`src/hdl/urb_pkg.sv`:
```
// ----------------------------------------------------------------------------
// urb_pkg
// Shared constants, codes and control types for the UART receive buffer.
// ----------------------------------------------------------------------------
package urb_pkg;

  localparam int DEPTH_DEF    = 256;
  localparam int CHANNELS_DEF = 3;

  localparam int REQ_W    = 2;
  localparam int CH_W     = 2;
  localparam int BYTE_W   = 8;
  localparam int CNT_W    = 7;
  localparam int MASK_W   = 3;
  localparam int MAX_READ = 64;

  localparam int PADDR_W = 3;
  localparam int PDATA_W = 32;

  localparam logic REG_FRAME_MODE_IDX = 1'b0;

  localparam logic [REQ_W-1:0] REQ_BYTE = 2'd0;
  localparam logic [REQ_W-1:0] REQ_IDLE = 2'd1;
  localparam logic [REQ_W-1:0] REQ_READ = 2'd2;

  typedef enum logic [1:0] {
    ST_IDLE,
    ST_EXEC,
    ST_READ,
    ST_EMPTY
  } state_t;

  typedef struct packed {
    logic capture;
    logic exec;
    logic emit_data;
    logic emit_empty;
  } dp_cmd_t;

  typedef struct packed {
    logic is_read;
    logic n_zero;
    logic out_free;
    logic last;
  } dp_sts_t;

endpackage

```
`src/hdl/urb_ctrl.sv`:
```
// ----------------------------------------------------------------------------
// urb_ctrl
// Sequencer: takes an item, runs it through the datapath and paces reads.
// ----------------------------------------------------------------------------
module urb_ctrl (
  input  logic            clk,
  input  logic            rst,
  input  logic            in_valid,
  output logic            in_ready,
  input  urb_pkg::dp_sts_t sts,
  output urb_pkg::dp_cmd_t cmd
);
  import urb_pkg::*;

  state_t state;
  state_t state_next;

  always_ff @(posedge clk) begin
    if (rst) begin
      state <= ST_IDLE;
    end else begin
      state <= state_next;
    end
  end

  always_comb begin
    state_next = state;
    in_ready   = 1'b0;
    cmd        = '0;
    case (state)
      ST_IDLE: begin
        in_ready = 1'b1;
        if (in_valid) begin
          cmd.capture = 1'b1;
          state_next  = ST_EXEC;
        end
      end
      ST_EXEC: begin
        cmd.exec = 1'b1;
        if (!sts.is_read) begin
          state_next = ST_IDLE;
        end else if (sts.n_zero) begin
          state_next = ST_EMPTY;
        end else begin
          state_next = ST_READ;
        end
      end
      ST_READ: begin
        if (sts.out_free) begin
          cmd.emit_data = 1'b1;
          if (sts.last) begin
            state_next = ST_IDLE;
          end
        end
      end
      ST_EMPTY: begin
        if (sts.out_free) begin
          cmd.emit_empty = 1'b1;
          state_next     = ST_IDLE;
        end
      end
      default: begin
        state_next = ST_IDLE;
      end
    endcase
  end

endmodule

```
`config.mk`:
```
export PLATFORM = sky130hd
export DESIGN_NAME = urb_ctrl
export DESIGN_NICKNAME = d
export VERILOG_FILES = /design/src/hdl/urb_pkg.sv /design/src/hdl/urb_ctrl.sv
export SDC_FILE = /design/constraint.sdc
export NUM_CORES = 1
export LEC_CHECK = 0
export BUFFER_PORTS_ARGS = -buffer_cell sky130_fd_sc_hd__buf_4
export CORE_AREA = 2 2 39 41
export DETAILED_ROUTE_END_ITERATION = 12
export DIE_AREA = 0 0 41 43
export SLEW_MARGIN = 20
export SYNTH_ARGS = -nofsm -noshare
export SYNTH_HDL_FRONTEND = slang
export SYNTH_SLANG_ARGS = --single-unit
```
`constraint.sdc`:
```
create_clock -name clk -period 1.7 [get_ports clk]
set_clock_uncertainty 0.05 [all_clocks]
set_input_delay 0.17 -clock clk [delete_from_list [all_inputs] [get_ports clk]]
set_output_delay 0.17 -clock clk [all_outputs]
set_load 0.05 [all_outputs]
```
==> flow_summary.toml <==
[status]
status = "complete, no violations"

[floorplan]
core-area_um2 = 1380
ios = 12
die_x_um = 41
dieArea_um2 = 1760
die_h_um = 43
start_util_pct = 10.8
row_count = 14

[synth]
synth_commonest_cells = "dfxtp_1 (2), nor2_1 (2)"
yosysSeqAreaShare_pct = 26.9
ys_types = 15
synth_cells = 17
syn-mean-instance-area_um2 = 8.76
async_flop_share_pct = 0
synth_edf_count = 0
synth_top_cell_by_area = "dfxtp_1"
ys_top_cells_by_area = "dfxtp_1 (27%), nor3b_2 (8.4%), buf_6 (7.6%)"
ys.flop_type = "dfxtp_1"
mappedNetlistArea_um2 = 149
synth_nets = 24
synth_warnings = 0
synth_top_cell_area_share_pct = 26.9
synth-seq-cells = 2

[global_routing]
grt_max_degree = 10
track_usage_pct = 4.50
grt_overflow_total = 0
grt_pass1_vias = 164
grt_pass1_wl_um = 517
antenna_found_initial = 0

[setup_path]
worst_setup_path_end_kind = "output port"
critPathLaunch = "state[1]"
timing.rr.start = "state[1]"
crit_type = "reg2out"
critPathMaxFanout = 9
cp.arrival_ns = 1.10
crit_path_start_kind = "flop"
crit_required_ns = 1.48

[finish]
antenna_cells = 0
drive_gt1_share_pct = 62.1
fin_nets = 38
fill_cells = 159
final_area_um2 = 258
syn2layout_area_growth_pct = 73.1
multiInputGateArea_um2 = 88.8
finalNonFillerCells = 45
reg_top3 = "state x2"
register_area_um2 = 40.0
top_register = "state"
largest_reg_flops = 2
postLayoutCoreUtil_pct = 18.6

[clock_network]
clock_latency_ns = 0.22
clk_pin_slew_ns = 0.03
htreeDepth = 1
cts_buffers = 3
cts_root_buffer = "clkbuf_4"
cts.repair.resized = 0
cts_sinks = 2
ctsHoldBuffers = 0
cts_tree = "yes"
post-cts-setup-buffer-count = 0
clockBufferDepth = 2

[route]
drt_iter0_drc = 1
vias = 152
via_per_inst = 3.38
totalWireLength_um = 355
final_antenna_net_count = 0
wl_per_cell_um = 7.89
drc = 0
drt_pre_antenna_iters = 2

[timing]
setup_viol = 0
slew_headroom_pct = 82.8
hold_viol_final = 0
final.setup.worst_slack_ns = 0.385
drv_slew = 0
max_slew.worst_pin.slew_ns = 0.258
rsz0062_at_grt = "no"
fin_setup_tns_ns = 0
finalCritPeriodShare_pct = 77.4
fmax_mhz = 760
fin_crit_ns = 1.32
holdWs_ns = 0.0768

[power_and_ir_drop]
switching_share_pct = 30.4
p_int_uw = 155
switching_power_uw = 67.9
pwr-share-clk_pct = 44.6
power_frac_seq_pct = 25.8
power.total_uw = 223
p_per_area_nw_per_um2 = 866
ir_drop_mv = 0.106
pwr-share-comb_pct = 29.6
leakage_nw = 0.141

[placement]
gp_congestion = 0.528
placed_area_um2 = 235
dp.cells = 42
pre_cts_slack_ns = 0.582
dpl.hpwl_um = 283
port_buffers = 11

[hold_path]
min_from = "rst"
holdCritPathClass = "in2reg"

[run]
drv_cap = 0
## cell usage in the layout (no fill, tap or decap)
| cell | netlist | layout |
|---|---|---|
| buf_4 | 0 | 11 |
| clkbuf_4 | 0 | 3 |
| nor2_1 | 2 | 2 |
| dfxtp_1 | 2 | 2 |
| and2b_2 | 1 | 1 |
| nor3b_2 | 1 | 1 |
| nand2_1 | 1 | 1 |
| and3_2 | 1 | 1 |
| and4b_1 | 1 | 1 |
| and3b_2 | 1 | 1 |
| inv_1 | 1 | 1 |
| o31a_1 | 1 | 1 |
| a21oi_1 | 1 | 1 |
| o211a_1 | 1 | 1 |
| nor3_1 | 1 | 1 |
## per-layer routing
metal  share of wire (%)  vias up  GRT usage, %
met5                   0        -             0
met4                   0        0          6.00
met3                  14        0          1.05
met2                  47        7          6.56
met1                  38       62          4.14
li1                    -       83             -
## path summary, 6_finish.rpt
kind	endpoint	cells past startpoint	slack (ns)
max	cmd[2]	2	0.38
min	state[1]	2	0.08
max reg2reg	state[0]	2	0.59
min reg2reg	state[1]	2	0.56
## final cells by class
type	count	area share [%]
Sequential cell	2	15.5
Clock buffer	3	8.74
Multi-Input combinational cell	12	34.5
Timing Repair Buffer	11	32.0
Inverter	1	1.46
Tap cell	16	7.77
## logic make-up (layout without fill, tap and decap cells)
group | after synthesis | in the layout | synth area share, %
AO/OA/AOI/OAI | 3 | 3 | 16.0
buffers and inverters | 3 | 15 | 13.4
AND/OR/NAND/NOR | 9 | 9 | 43.7
flip-flops | 2 | 2 | 26.9
## worst max-delay path: stages (launching register included)
cell and delay, ns:
dfxtp_1 0.45, and2b_2 0.25, buf_4 0.18
## power by group through the flow
stage / registers, mW / clock network (mW) / logic (mW)
5_1_grt: 0.0586 / 0.105 / 0.0703
2_1_floorplan: 0.0521 / 0 / 0.0510
6_report: 0.0576 / 0.0994 / 0.0661
3_3_place_gp: 0.0579 / 0 / 0.0665
3_5_place_dp: 0.0584 / 0 / 0.0667
4_1_cts: 0.0577 / 0.105 / 0.0668
(Power assumes the default switching activity.)
